`src/rtl/assert_macros.svh`:
```
// Assertion macros for the classifier RTL, included by rhc_bin.
// Needs a clock i_clk and an active-low reset i_rst_n in the including scope.
`ifndef ASSERT_MACROS_SVH
`define ASSERT_MACROS_SVH

// Consequent holds in the same cycle as the antecedent.
`define RHC_ASSERT_SAME(label, ante, cons) \
    label: assert property (@(posedge i_clk) disable iff (!i_rst_n) (ante) |-> (cons)) \
        else $error("rhc assertion failed");

// Consequent holds in the cycle after the antecedent.
`define RHC_ASSERT_NEXT(label, ante, cons) \
    label: assert property (@(posedge i_clk) disable iff (!i_rst_n) (ante) |=> (cons)) \
        else $error("rhc assertion failed");

`endif

```
`src/rtl/rhc_pkg.sv`:
```
// Types, constants and helpers for the RGB hue color classifier.
// No dependencies; used by every other RTL file but assert_macros.svh.
`default_nettype none

package rhc_pkg;

    localparam int CH_W        = 8;
    localparam int CLS_W       = 4;
    localparam int SEC_W       = 3;
    localparam int HUE_W       = 17;
    localparam int CFG_IDX_W   = 2;
    localparam int NUM_BOUNDS  = 8;
    localparam int NUM_SECTORS = 6;
    localparam int SECTOR_DEG  = 60;

    typedef enum logic [CLS_W-1:0] {
        CLS_BLACK   = 4'd0,
        CLS_WHITE   = 4'd1,
        CLS_GRAY    = 4'd2,
        CLS_RED     = 4'd3,
        CLS_ORANGE  = 4'd4,
        CLS_YELLOW  = 4'd5,
        CLS_GREEN   = 4'd6,
        CLS_CYAN    = 4'd7,
        CLS_BLUE    = 4'd8,
        CLS_PURPLE  = 4'd9,
        CLS_MAGENTA = 4'd10
    } t_color_class;

    typedef enum logic [CFG_IDX_W-1:0] {
        CFG_DARK_LIMIT  = 2'd0,
        CFG_GRAY_LIMIT  = 2'd1,
        CFG_WHITE_LIMIT = 2'd2
    } t_cfg_idx;

    localparam logic [CH_W-1:0] DARK_LIMIT_RST  = 8'd25;
    localparam logic [CH_W-1:0] GRAY_LIMIT_RST  = 8'd25;
    localparam logic [CH_W-1:0] WHITE_LIMIT_RST = 8'd230;

    localparam logic [8:0] BOUND_DEG [0:NUM_BOUNDS-1] = '{
        9'd15, 9'd45, 9'd70, 9'd150, 9'd190, 9'd260, 9'd320, 9'd345
    };

    localparam t_color_class BOUND_CLS [0:NUM_BOUNDS-1] = '{
        CLS_ORANGE, CLS_YELLOW, CLS_GREEN, CLS_CYAN,
        CLS_BLUE, CLS_PURPLE, CLS_MAGENTA, CLS_RED
    };

    typedef struct packed {
        logic                 achro;
        t_color_class         cls;
        logic [HUE_W-1:0]     hue;
        logic [CH_W-1:0]      spread;
    } t_hue_word;

    function automatic logic [HUE_W-1:0] mul_const(input logic [CH_W-1:0] v,
                                                   input logic [8:0]      k);
        logic [HUE_W-1:0] ve;
        logic [HUE_W-1:0] ke;
        ve = {{(HUE_W-CH_W){1'b0}}, v};
        ke = {{(HUE_W-9){1'b0}}, k};
        return ve * ke;
    endfunction

endpackage

`default_nettype wire

```
`src/rtl/rhc_pixel_if.sv`:
```
// Pixel channel: valid/ready handshake carrying one RGB word.
// Depends on rhc_pkg for the channel width.
`default_nettype none

interface rhc_pixel_if;
    import rhc_pkg::*;

    logic            valid;
    logic            ready;
    logic [CH_W-1:0] red;
    logic [CH_W-1:0] green;
    logic [CH_W-1:0] blue;

    modport source (output valid, output red, output green, output blue, input ready);
    modport sink   (input valid, input red, input green, input blue, output ready);
endinterface

`default_nettype wire

```
`src/rtl/rhc_class_if.sv`:
```
// Class channel: valid/ready handshake carrying color class and hue sector.
// Depends on rhc_pkg for the field widths.
`default_nettype none

interface rhc_class_if;
    import rhc_pkg::*;

    logic             valid;
    logic             ready;
    logic [CLS_W-1:0] color_class;
    logic [SEC_W-1:0] hue_sector;

    modport source (output valid, output color_class, output hue_sector, input ready);
    modport sink   (input valid, input color_class, input hue_sector, output ready);
endinterface

`default_nettype wire

```
`src/rtl/rhc_hue.sv`:
```
// First stage: max/min, spread, achromatic tests and scaled hue, registered.
// Depends on rhc_pkg and rhc_pixel_if.
`default_nettype none

module rhc_hue (
    input  wire logic                    i_clk,
    input  wire logic                    i_rst_n,
    rhc_pixel_if.sink                    i_pix,
    input  wire logic [rhc_pkg::CH_W-1:0] i_dark_limit,
    input  wire logic [rhc_pkg::CH_W-1:0] i_gray_limit,
    input  wire logic [rhc_pkg::CH_W-1:0] i_white_limit,
    output rhc_pkg::t_hue_word           o_word,
    output logic                         o_valid,
    input  wire logic                    i_ready
);
    import rhc_pkg::*;

    logic             r_valid;
    t_hue_word        r_word;
    t_hue_word        n_word;
    logic             load;

    logic [CH_W-1:0]  mx;
    logic [CH_W-1:0]  mn;
    logic [CH_W-1:0]  spread;
    logic [CH_W-1:0]  hi;
    logic [CH_W-1:0]  lo;
    logic [CH_W-1:0]  diff;
    logic             plus;
    logic [HUE_W-1:0] base;
    logic [HUE_W-1:0] offs;

    assign i_pix.ready = !r_valid || i_ready;
    assign load        = i_pix.valid && i_pix.ready;

    always_comb begin
        mx = i_pix.red;
        mn = i_pix.red;
        if (i_pix.green > mx) mx = i_pix.green;
        if (i_pix.blue > mx)  mx = i_pix.blue;
        if (i_pix.green < mn) mn = i_pix.green;
        if (i_pix.blue < mn)  mn = i_pix.blue;
        spread = mx - mn;

        if (i_pix.red == mx) begin
            hi = i_pix.green;
            lo = i_pix.blue;
        end else if (i_pix.green == mx) begin
            hi = i_pix.blue;
            lo = i_pix.red;
        end else begin
            hi = i_pix.red;
            lo = i_pix.green;
        end
        plus = hi >= lo;
        diff = plus ? (hi - lo) : (lo - hi);
        offs = mul_const(diff, 9'(SECTOR_DEG));

        if (i_pix.red == mx) begin
            base = plus ? '0 : mul_const(spread, 9'd360);
        end else if (i_pix.green == mx) begin
            base = mul_const(spread, 9'd120);
        end else begin
            base = mul_const(spread, 9'd240);
        end

        n_word.spread = spread;
        n_word.hue    = plus ? (base + offs) : (base - offs);
        if (mx <= i_dark_limit) begin
            n_word.achro = 1'b1;
            n_word.cls   = CLS_BLACK;
        end else if (spread <= i_gray_limit) begin
            n_word.achro = 1'b1;
            n_word.cls   = (mx >= i_white_limit) ? CLS_WHITE : CLS_GRAY;
        end else begin
            n_word.achro = 1'b0;
            n_word.cls   = CLS_RED;
        end
    end

    always_ff @(posedge i_clk) begin
        if (!i_rst_n) begin
            r_valid <= 1'b0;
        end else if (i_pix.ready) begin
            r_valid <= i_pix.valid;
        end
    end

    always_ff @(posedge i_clk) begin
        if (load) begin
            r_word <= n_word;
        end
    end

    assign o_word  = r_word;
    assign o_valid = r_valid;

endmodule

`default_nettype wire

```
`src/rtl/rhc_bin.sv`:
```
// Second stage: bins the scaled hue against boundary*spread, result register.
// Depends on rhc_pkg, rhc_class_if and assert_macros.svh.
`default_nettype none

`include "assert_macros.svh"

module rhc_bin (
    input  wire logic               i_clk,
    input  wire logic               i_rst_n,
    input  wire rhc_pkg::t_hue_word i_word,
    input  wire logic               i_valid,
    output logic                    o_ready,
    rhc_class_if.source             o_cls
);
    import rhc_pkg::*;

    logic             r_valid;
    t_color_class     r_cls;
    logic [SEC_W-1:0] r_sector;
    t_color_class     n_cls;
    logic [SEC_W-1:0] n_sector;
    logic             load;

    assign o_ready = !r_valid || o_cls.ready;
    assign load    = i_valid && o_ready;

    always_comb begin
        n_cls    = CLS_RED;
        n_sector = '0;
        for (int i = 0; i < NUM_BOUNDS; i++) begin
            if (i_word.hue >= mul_const(i_word.spread, BOUND_DEG[i])) n_cls = BOUND_CLS[i];
        end
        for (int i = 1; i < NUM_SECTORS; i++) begin
            if (i_word.hue >= mul_const(i_word.spread, 9'(SECTOR_DEG * i))) begin
                n_sector = SEC_W'(i);
            end
        end
        if (i_word.achro) begin
            n_cls    = i_word.cls;
            n_sector = '0;
        end
    end

    always_ff @(posedge i_clk) begin
        if (!i_rst_n) begin
            r_valid <= 1'b0;
        end else if (o_ready) begin
            r_valid <= i_valid;
        end
    end

    always_ff @(posedge i_clk) begin
        if (load) begin
            r_cls    <= n_cls;
            r_sector <= n_sector;
        end
    end

    assign o_cls.valid       = r_valid;
    assign o_cls.color_class = r_cls;
    assign o_cls.hue_sector  = r_sector;

    `RHC_ASSERT_SAME(a_achro_sector_zero, r_valid && (r_cls == CLS_BLACK || r_cls == CLS_WHITE || r_cls == CLS_GRAY), r_sector == '0)
    `RHC_ASSERT_SAME(a_class_in_range, r_valid, r_cls <= CLS_MAGENTA && r_sector < SEC_W'(NUM_SECTORS))
    `RHC_ASSERT_NEXT(a_chroma_stays_chroma, load && !i_word.achro, r_cls >= CLS_RED)

endmodule

`default_nettype wire

```
`src/rtl/rgb_hue_color_classifier.sv`:
```
// RGB hue color classifier: one pixel word in, one class word out.
// Words are registered in hue stage, then bin stage; 1 word per cycle unless output stalls.
// Hue stage and bin stage each hold one word, so input ready stays high while output flows.
// Reset (synchronous, active low) empties both stages and loads the limits 25, 25, 230.
// Depends on rhc_pkg, rhc_pixel_if, rhc_class_if, rhc_hue and rhc_bin.
`default_nettype none

module rgb_hue_color_classifier (
    input  wire logic                         i_clk,
    input  wire logic                         i_rst_n,
    rhc_pixel_if.sink                         i_pix,
    rhc_class_if.source                       o_cls,
    input  wire logic                         i_cfg_we,
    input  wire logic [rhc_pkg::CFG_IDX_W-1:0] i_cfg_idx,
    input  wire logic [rhc_pkg::CH_W-1:0]      i_cfg_data
);
    import rhc_pkg::*;

    logic [CH_W-1:0] r_dark_limit;
    logic [CH_W-1:0] r_gray_limit;
    logic [CH_W-1:0] r_white_limit;

    t_hue_word       hue_word;
    logic            hue_valid;
    logic            bin_ready;

    always_ff @(posedge i_clk) begin
        if (!i_rst_n) begin
            r_dark_limit  <= DARK_LIMIT_RST;
            r_gray_limit  <= GRAY_LIMIT_RST;
            r_white_limit <= WHITE_LIMIT_RST;
        end else if (i_cfg_we) begin
            case (t_cfg_idx'(i_cfg_idx))
                CFG_DARK_LIMIT:  r_dark_limit  <= i_cfg_data;
                CFG_GRAY_LIMIT:  r_gray_limit  <= i_cfg_data;
                CFG_WHITE_LIMIT: r_white_limit <= i_cfg_data;
                default: begin
                end
            endcase
        end
    end

    rhc_hue u_hue (
        .i_clk         (i_clk),
        .i_rst_n       (i_rst_n),
        .i_pix         (i_pix),
        .i_dark_limit  (r_dark_limit),
        .i_gray_limit  (r_gray_limit),
        .i_white_limit (r_white_limit),
        .o_word        (hue_word),
        .o_valid       (hue_valid),
        .i_ready       (bin_ready)
    );

    rhc_bin u_bin (
        .i_clk   (i_clk),
        .i_rst_n (i_rst_n),
        .i_word  (hue_word),
        .i_valid (hue_valid),
        .o_ready (bin_ready),
        .o_cls   (o_cls)
    );

endmodule

`default_nettype wire

```
`src/flat_wrapper.sv`:
```
// flat-port wrapper written by rule: the top's interface ports become plain ports
module rgb_hue_color_classifier_flat import rhc_pkg::*;
  (i_clk, i_rst_n, i_cfg_we, i_cfg_idx, i_cfg_data, i_pix_valid, i_pix_red, i_pix_green, i_pix_blue, i_pix_ready, o_cls_valid, o_cls_color_class, o_cls_hue_sector, o_cls_ready);
  rhc_pixel_if i_pix_i ();
  rhc_class_if o_cls_i ();
  input  wire logic i_clk;
  input  wire logic i_rst_n;
  input  wire logic i_cfg_we;
  input  wire logic [rhc_pkg::CFG_IDX_W-1:0] i_cfg_idx;
  input  wire logic [rhc_pkg::CH_W-1:0] i_cfg_data;
  input wire logic [$bits(i_pix_i.valid)-1:0] i_pix_valid;
  input wire logic [$bits(i_pix_i.red)-1:0] i_pix_red;
  input wire logic [$bits(i_pix_i.green)-1:0] i_pix_green;
  input wire logic [$bits(i_pix_i.blue)-1:0] i_pix_blue;
  output wire logic [$bits(i_pix_i.ready)-1:0] i_pix_ready;
  output wire logic [$bits(o_cls_i.valid)-1:0] o_cls_valid;
  output wire logic [$bits(o_cls_i.color_class)-1:0] o_cls_color_class;
  output wire logic [$bits(o_cls_i.hue_sector)-1:0] o_cls_hue_sector;
  input wire logic [$bits(o_cls_i.ready)-1:0] o_cls_ready;
  assign i_pix_i.valid = i_pix_valid;
  assign i_pix_i.red = i_pix_red;
  assign i_pix_i.green = i_pix_green;
  assign i_pix_i.blue = i_pix_blue;
  assign i_pix_ready = i_pix_i.ready;
  assign o_cls_valid = o_cls_i.valid;
  assign o_cls_color_class = o_cls_i.color_class;
  assign o_cls_hue_sector = o_cls_i.hue_sector;
  assign o_cls_i.ready = o_cls_ready;
  rgb_hue_color_classifier u_core (.i_clk(i_clk), .i_rst_n(i_rst_n), .i_pix(i_pix_i), .o_cls(o_cls_i), .i_cfg_we(i_cfg_we), .i_cfg_idx(i_cfg_idx), .i_cfg_data(i_cfg_data));
endmodule
```
`config.mk`:
```
export PLATFORM = sky130hd
export DESIGN_NAME = rgb_hue_color_classifier_flat
export DESIGN_NICKNAME = d
export VERILOG_FILES = /design/src/rtl/rhc_pkg.sv /design/src/rtl/rhc_pixel_if.sv /design/src/rtl/rhc_class_if.sv /design/src/rtl/rhc_hue.sv /design/src/rtl/rhc_bin.sv /design/src/rtl/rgb_hue_color_classifier.sv /design/src/flat_wrapper.sv
export VERILOG_INCLUDE_DIRS = /design/src /design/src/rtl
export SDC_FILE = /design/constraint.sdc
export NUM_CORES = 1
export LEC_CHECK = 0
export BUFFER_PORTS_ARGS = -buffer_cell sky130_fd_sc_hd__clkbuf_2
export CORE_MARGIN = 2
export CORE_UTILIZATION = 45
export CTS_BUF_LIST = sky130_fd_sc_hd__clkbuf_8
export CTS_CLUSTER_DIAMETER = 40
export DETAILED_ROUTE_END_ITERATION = 10
export PLACE_DENSITY = 0.66
export SLEW_MARGIN = 5
export SYNTH_ARGS = -nofsm -noshare
export SYNTH_HDL_FRONTEND = slang
export SYNTH_SLANG_ARGS = --single-unit
```
`constraint.sdc`:
```
create_clock -name i_clk -period 17.4 [get_ports i_clk]
set_input_delay 3.48 -clock i_clk [delete_from_list [all_inputs] [get_ports i_clk]]
set_output_delay 3.48 -clock i_clk [all_outputs]
set_load 0.01 [all_outputs]
```
==> insert_results.sql, run 1 <==
INSERT INTO impl_metrics (metric_group, metric, value, unit) VALUES
('run_status', 'outcome', 'finished clean', ''),
('cts', 'cts_hold_buffers', '0', ''),
('setup_path', 'cp-start-kind', 'primary input', ''),
('timing', 'setup_viol', '0', ''),
('global_route', 'grt_max_degree', '64', ''),
('timing', 'slew_viol_final', '0', ''),
('timing', 'clock-skew-final', '0.0179', 'ns'),
('die', 'start_util', '45.9', '%'),
('cts', 'post_cts.resized_instances', '0', ''),
('cells_and_area', 'synthToLayoutAreaGrowth', '5.85', '%'),
('setup_path', 'cp_common_cell', 'sky130_fd_sc_hd__ha_1', ''),
('job', 'maxCapViolations', '0', ''),
('logic_synthesis', 'synthFlopType', 'sky130_fd_sc_hd__edfxtp_1', ''),
('timing', 'minimum_clock_period_after_layout', '14.93', 'ns'),
('logic_synthesis', 'ys_ff_latch', '59', ''),
('die', 'die-area', '40100', 'um2'),
('routing', 'first_iter_violations', '647', ''),
('placement', 'preCtsSetupSlack', '2.21', 'ns'),
('timing', 'max_freq', '67.0', 'MHz'),
('cells_and_area', 'layout-drive-gt1-share', '5.66', '%'),
('cts', 'numCtsBuffers', '9', ''),
('global_route', 'globalRoute.busiestLayer', 'met2', ''),
('setup_path', 'type_of_the_worst_setup_path', 'primary input to register', ''),
('global_route', 'use_met1', '27.2', '%'),
('die', 'fp.coreArea', '37800', 'um2'),
('routing', 'route.antenna.remaining_nets', '0', ''),
('setup_path', 'kind_of_end_point_of_the_critical_path', 'register', ''),
('global_route', 'globalRouteMet2Util', '39.1', '%'),
('cells_and_area', 'antennaDiodeCount', '0', ''),
('timing', 'worst_slew_pin_slew', '1.17', 'ns'),
('cts', 'clock_insertion_delay_worst_skew', '0.37', 'ns'),
('global_route', 'first_pass_grt_wire_length', '71900', 'um'),
('routing', 'avgRoutedWirePerCell', '17.1', 'um'),
('placement', 'place.gp.congestion', '0.916', ''),
('global_route', 'grt.met3_usage', '2.68', '%'),
('placement', 'numPortBuffers', '47', ''),
('timing', 'max-slew-margin-rel', '21.8', '%'),
('die', 'die_height', '200', 'um'),
('logic_synthesis', 'yosysSeqAreaShare', '8.73', '%'),
('routing', 'drt_wl_total', '43500', 'um'),
('setup_path', 'worst_ep_arrival_time', '15.04', 'ns'),
('cts', 'htreeDepth', '3', ''),
('cells_and_area', 'final_area', '18300', 'um2'),
('global_route', 'antenna_found_initial', '0', ''),
('timing', 'hold_violations', '0', ''),
('routing', 'drt-vias-per-instance', '5.54', ''),
('logic_synthesis', 'synth_edf_count', '33', ''),
('setup_path', 'critPathRequiredTime', '17.51', 'ns'),
('cts', 'cts_setup_buffers', '0', ''),
('cts', 'cts-root-buf', 'sky130_fd_sc_hd__clkbuf_8', ''),
('timing', 'rsz0062_at_grt', 'false', ''),
('cells_and_area', 'num-fill-cells', '3606', ''),
('logic_synthesis', 'number_of_nets_produced_by_synthesis', '2583', ''),
('die', 'io_pins', '48', ''),
('cells_and_area', 'finalNonFillerCells', '2542', ''),
('placement', 'postPlaceCellArea', '18100', 'um2'),
('cts', 'clk_pin_slew_worst_paths', '0.09', 'ns'),
('setup_path', 'timing.critical_path.slowest_stage_cell', 'sky130_fd_sc_hd__a21o_1', ''),
('routing', 'dr_drc_count', '0', ''),
('logic_synthesis', 'syn-cell-area', '17300', 'um2'),
('placement', 'cell_count_after_placement', '2526', ''),
('logic_synthesis', 'yosysWarnings', '0', ''),
('global_route', 'grt.overflow.total', '0', ''),
('cts', 'clock-sinks', '59', ''),
('logic_synthesis', 'synth.avg_cell_area', '8.68', 'um2'),
('global_route', 'via_count_of_the_first_global_routing_pass', '14500', ''),
('cts', 'cts-root-to-sink-buffers', '2', ''),
('logic_synthesis', 'synthCells', '1994', ''),
('routing', 'dr_total_vias', '14100', ''),
('setup_path', 'worst_path_largest_cell_delay', '0.62', 'ns'),
('placement', 'detailed_place_hpwl', '36000', 'um'),
('timing', 'final_min_period_over_clock_period', '85.8', '%'),
('timing', 'post_route_setup_tns', '0', 'ns'),
('setup_path', 'critical_path.max_fanout', '29', ''),
('logic_synthesis', 'ys_async_sr_fraction', '0', '%'),
('timing', 'setup_slack', '2.47', 'ns'),
('die', 'num_rows', '71', ''),
('routing', 'detailedRoute.firstPassIterationCount', '5', ''),
('global_route', 'globalRouteTotalUtil', '22.0', '%'),
('logic_synthesis', 'synth.lib_cells_used.distinct', '81', ''),
('min_path', 'hp-class', 'register to register', ''),
('die', 'fp.dieW', '200', 'um'),
('cts', 'tritoncts', 'built', ''),
('cells_and_area', 'final_net_count', '2615', '');
per-layer routing:
metal	share of wire [%]	up-vias	wire, um
met5	0	-	0
met4	3.4	0	1490
met3	3.8	88	1670
met2	48	266	21000
met1	45	6684	19400
li1	-	7043	-
flip-flops by register name, indices dropped and copies added, names as in the netlist:
signal	cells
u_core.r_dark_limit	8
u_core.r_gray_limit	8
u_core.r_white_limit	8
u_core.u_bin.o_cls.color_class	4
u_core.u_bin.o_cls.hue_sector	3
u_core.u_bin.o_cls.valid	1
u_core.u_hue.o_valid	1
u_core.u_hue.o_word	26
synthesized netlist by cell type, drive strengths merged (4+ instances only):
library cell,count,area [um2]
o21ai,98,494
edfxtp,33,991
xnor2,96,841
and2,5,31.3
nor2b,37,231
and4,4,35.0
fa,104,2080
nor4,8,56.3
dfxtp,26,521
a221oi,4,58.8
mux2,20,225
clkbuf,29,111
or2,9,56.3
a21boi,10,78.8
o211ai,12,90.1
o21bai,25,188
a31oi,15,93.8
nand4,16,100
o21a,26,195
a21oi,135,679
nor2,71,269
a21o,67,503
o2111ai,6,52.6
xor2,46,403
nand3b,4,30.0
a211oi,6,45.0
nor3,22,110
o31ai,8,60.1
o22ai,4,25.0
and3,6,37.5
inv,319,1200
nand2b,17,106
mux2i,52,521
ha,446,5580
nand2,81,304
buf,12,85.1
o311ai,7,61.3
a211o,7,61.3
nand3,54,270
logic make-up (layout without fill, tap and decap cells):
logic type	Yosys count	after routing	share of synthesized area [%]
AO/OA/AOI/OAI	464	464	17.4
AND/OR/NAND/NOR	347	347	10.1
XOR/XNOR	142	142	7.18
flip-flops	59	59	8.73
multiplexers	72	72	4.31
buffers and inverters	360	397	8.05
adder cells (fa/ha/maj)	550	550	44.3
worst paths after layout:
path,from,to,slack [ns],cells past startpoint
max reg2reg,u_core.u_hue.o_word[4],u_core.u_bin.o_cls.color_class[1],11.32,25
min reg2reg,u_core.r_white_limit[3],u_core.r_white_limit[3],0.50,2
min,u_core.r_white_limit[3],u_core.r_white_limit[3],0.50,2
max,i_pix_red[3],u_core.u_hue.o_word[23],2.47,47
critical path: cells and delay by family:
kind / cells / cell delay [ns]
compound gates: 19 / 4.19
fa+ha+maj: 8 / 2.86
simple gates: 9 / 2.36
buf+inv: 6 / 0.88
mux: 2 / 0.72
xor+xnor: 3 / 0.52
final cells by class:
type                    instances  area (um2)  area share [%]
flip-flops and latches         59        1510            8.25
well taps                     511         639            3.49
multi-input cells            1575       14400            78.7
inverters                     319        1200            6.53
clock inverters                 6        68.8           0.376
repair buffers                 62         348            1.90
clock buffers                  10         138           0.751
stage by stage:
stage,util [%],hold slack (ns)
3_3_place_gp,48.0,0.456
6_report,48.5,0.499
3_5_place_dp,48.0,0.474
4_1_cts,48.5,0.490
2_1_floorplan,-,0.443
5_1_grt,48.5,0.523
cell usage in the layout, fill, tap and decap left out, drive strengths merged, types with 9 or more instances in the layout:
| master | n |
|---|---|
| mux2 | 20 |
| xor2 | 46 |
| fa | 104 |
| o21bai | 25 |
| xnor2 | 96 |
| nand3 | 54 |
| nor3 | 22 |
| dfxtp | 26 |
| nand2b | 17 |
| nor2b | 37 |
| or2 | 9 |
| o211ai | 12 |
| nand4 | 16 |
| a21boi | 10 |
| inv | 323 |
| a31oi | 15 |
| o21a | 26 |
| nand2 | 81 |
| ha | 446 |
| edfxtp | 33 |
| o21ai | 98 |
| a21o | 67 |
| nor2 | 71 |
| a21oi | 135 |
| mux2i | 52 |
| clkbuf | 57 |
| buf | 15 |
Power of run 1 is left out: the tool's default activity adds up to more than one toggle a clock period on the data nets, which glitch-free logic cannot reach.
==> run 2, diff against run 1 <==
--- a/config.mk
+++ b/config.mk
@@ -12,6 +12,7 @@
 export CTS_BUF_LIST = sky130_fd_sc_hd__clkbuf_8
 export CTS_CLUSTER_DIAMETER = 40
 export DETAILED_ROUTE_END_ITERATION = 10
+export GPL_TIMING_DRIVEN = 0
 export PLACE_DENSITY = 0.66
 export SLEW_MARGIN = 5
 export SYNTH_ARGS = -nofsm -noshare
==> insert_results.sql, run 2 (synthesis gave the netlist of run 1 again) <==
INSERT INTO impl_metrics (metric_group, metric, value, unit) VALUES
('run_status', 'outcome', 'finished clean', ''),
('cells_and_area', 'finalNonFillerCells', '2562', ''),
('global_route', 'first_pass_grt_wire_length', '73000', 'um'),
('timing', 'hold_violations', '0', ''),
('cells_and_area', 'final_common_cell', 'sky130_fd_sc_hd__ha_1', ''),
('min_path', 'hp-start', 'u_core.r_white_limit[4]', ''),
('setup_path', 'path_depth', '48', ''),
('placement', 'preCtsSetupSlack', '2.02', 'ns'),
('cells_and_area', 'mostFrequentLayoutCells', 'sky130_fd_sc_hd__ha_1 (446), sky130_fd_sc_hd__inv_1 (319), sky130_fd_sc_hd__a21oi_1 (134), sky130_fd_sc_hd__fa_1 (104), sky130_fd_sc_hd__xnor2_1 (96)', ''),
('die', 'io_pins', '48', ''),
('timing', 'post_route_setup_tns', '0', 'ns'),
('setup_path', 'critical_path.max_fanout', '10', ''),
('die', 'die-area', '40100', 'um2'),
('setup_path', 'type_of_the_worst_setup_path', 'primary input to register', ''),
('cts', 'cts_hold_buffers', '0', ''),
('setup_path', 'worst_ep_arrival_time', '15.21', 'ns'),
('global_route', 'via_count_of_the_first_global_routing_pass', '14500', ''),
('cells_and_area', 'synthToLayoutAreaGrowth', '6.16', '%'),
('placement', 'numPortBuffers', '41', ''),
('timing', 'slew_viol_final', '0', ''),
('cts', 'post_cts.resized_instances', '0', ''),
('placement', 'place.gp.congestion', '0.905', ''),
('routing', 'detailedRoute.firstPassIterationCount', '5', ''),
('timing', 'minimum_clock_period_after_layout', '15.11', 'ns'),
('die', 'start_util', '45.9', '%'),
('timing', 'max_freq', '66.2', 'MHz'),
('global_route', 'grt.overflow.total', '0', ''),
('placement', 'cell_count_after_placement', '2546', ''),
('global_route', 'globalRouteTotalUtil', '22.3', '%'),
('die', 'fp.dieW', '200', 'um'),
('cells_and_area', 'final_net_count', '2635', ''),
('timing', 'max-slew-margin-rel', '11.0', '%'),
('cells_and_area', 'antennaDiodeCount', '0', ''),
('min_path', 'worstHoldEndpoint', 'u_core.r_white_limit[4]', ''),
('setup_path', 'ff2ff_setup_slack', '10.82', 'ns'),
('setup_path', 'critical-path-top-delay-family', 'compound AO/OA/AOI/OAI gates', ''),
('cts', 'clock-sinks', '59', ''),
('routing', 'avgRoutedWirePerCell', '17.4', 'um'),
('die', 'fp.coreArea', '37800', 'um2'),
('die', 'die_height', '200', 'um'),
('min_path', 'hold-path-cell-count', '2', ''),
('placement', 'postPlaceCellArea', '18200', 'um2'),
('global_route', 'grt_max_degree', '27', ''),
('setup_path', 'timing.rr.start', 'u_core.u_hue.o_word[6]', ''),
('cts', 'cts-root-to-sink-buffers', '2', ''),
('setup_path', 'timing.critical_path.slowest_stage_cell', 'sky130_fd_sc_hd__fa_1', ''),
('timing', 'rsz0062_at_grt', 'false', ''),
('routing', 'drt_wl_total', '44600', 'um'),
('cts', 'cts-root-buf', 'sky130_fd_sc_hd__clkbuf_8', ''),
('setup_path', 'critPathRequiredTime', '17.50', 'ns'),
('routing', 'first_iter_violations', '726', ''),
('setup_path', 'cp-start-kind', 'primary input', ''),
('routing', 'dr_drc_count', '0', ''),
('job', 'maxCapViolations', '0', ''),
('cts', 'clock_insertion_delay_worst_skew', '0.36', 'ns'),
('cells_and_area', 'final_area', '18400', 'um2'),
('setup_path', 'kind_of_end_point_of_the_critical_path', 'register', ''),
('routing', 'dr_total_vias', '14300', ''),
('routing', 'route.antenna.remaining_nets', '0', ''),
('setup_path', 'cp_common_cell', 'sky130_fd_sc_hd__a21oi_1', ''),
('timing', 'worst_slew_pin_slew', '1.34', 'ns'),
('cells_and_area', 'layout-drive-gt1-share', '5.12', '%'),
('setup_path', 'worst_r2r_path_depth', '21', ''),
('min_path', 'hp-class', 'register to register', ''),
('setup_path', 'critical_path.reg2reg.endpoint', 'u_core.u_bin.o_cls.color_class[1]', ''),
('routing', 'drt-vias-per-instance', '5.58', ''),
('setup_path', 'worst_path_largest_cell_delay', '0.55', 'ns'),
('timing', 'setup_slack', '2.29', 'ns'),
('setup_path', 'critPathBufInv', '8', ''),
('cts', 'tritoncts', 'built', ''),
('cells_and_area', 'largest_register_ff_count', '26', ''),
('timing', 'setup_viol', '0', ''),
('global_route', 'antenna_found_initial', '1', ''),
('cts', 'htreeDepth', '3', ''),
('die', 'num_rows', '71', ''),
('placement', 'detailed_place_hpwl', '37200', 'um'),
('cts', 'cts_setup_buffers', '0', ''),
('cts', 'numCtsBuffers', '9', ''),
('cts', 'clk_pin_slew_worst_paths', '0.08', 'ns'),
('timing', 'final_min_period_over_clock_period', '86.8', '%'),
('timing', 'clock-skew-final', '0.0174', 'ns');
==> run 2: worst max-delay path by stage <==
stage	startpoint	to
2_1_floorplan	i_pix_red[1]	u_core.u_hue.o_word[23]
3_3_place_gp	i_pix_red[1]	u_core.u_hue.o_word[24]
3_5_place_dp	i_pix_red[1]	u_core.u_hue.o_word[24]
4_1_cts	i_pix_red[1]	u_core.u_hue.o_word[24]
5_1_grt	i_pix_red[1]	u_core.u_hue.o_word[24]
6_report	i_pix_red[1]	u_core.u_hue.o_word[24]
==> run 2: final cells by class <==
| type | instances | area (um2) |
|---|---|---|
| clock inverter | 7 | 97.6 |
| tap | 511 | 639 |
| buffer | 41 | 196 |
| multi-input combinational | 1575 | 14400 |
| fill | 3635 | 19400 |
| clock buffer | 9 | 124 |
| inverter | 319 | 1200 |
| timing repair buffer | 41 | 205 |
| sequential | 59 | 1510 |
==> run 2: through the flow <==
step                      util, %  hold slack, ns
after floorplan                 -           0.443
after global placement       48.1           0.457
after detailed placement     48.1           0.469
after CTS                    48.7           0.483
after global routing         48.7           0.515
final                        48.7           0.482
==> run 2: worst reg2reg max path, stage by stage, from the launching register on <==
cell and delay [ns]:
sky130_fd_sc_hd__edfxtp_1 1.24, sky130_fd_sc_hd__inv_1 0.48, sky130_fd_sc_hd__ha_1 0.46, sky130_fd_sc_hd__fa_1 0.54, sky130_fd_sc_hd__inv_1 0.04, sky130_fd_sc_hd__ha_1 0.31
sky130_fd_sc_hd__fa_1 0.51, sky130_fd_sc_hd__ha_1 0.33, sky130_fd_sc_hd__a21oi_1 0.28, sky130_fd_sc_hd__o21bai_1 0.10, sky130_fd_sc_hd__a21oi_1 0.25, sky130_fd_sc_hd__o21ai_0 0.12
sky130_fd_sc_hd__a21oi_1 0.19, sky130_fd_sc_hd__xor2_1 0.17, sky130_fd_sc_hd__ha_1 0.24, sky130_fd_sc_hd__o21ai_0 0.22, sky130_fd_sc_hd__nor2_1 0.08, sky130_fd_sc_hd__nor3_1 0.13
sky130_fd_sc_hd__o31ai_1 0.16, sky130_fd_sc_hd__nor2_1 0.20, sky130_fd_sc_hd__nand2_1 0.07, sky130_fd_sc_hd__o221a_2 0.22
==> run 2: routing by layer <==
| layer | GRT usage [%] | part of all wire, % | vias to the layer above |
|---|---|---|---|
| met5 | 0 | 0.018 | - |
| met2 | 39.4 | 48 | 295 |
| met1 | 28.4 | 45 | 6817 |
| li1 | - | - | 7093 |
| met3 | 2.00 | 3.8 | 89 |
| met4 | 8.21 | 3.4 | 2 |
Power of run 2 is left out for the same reason.
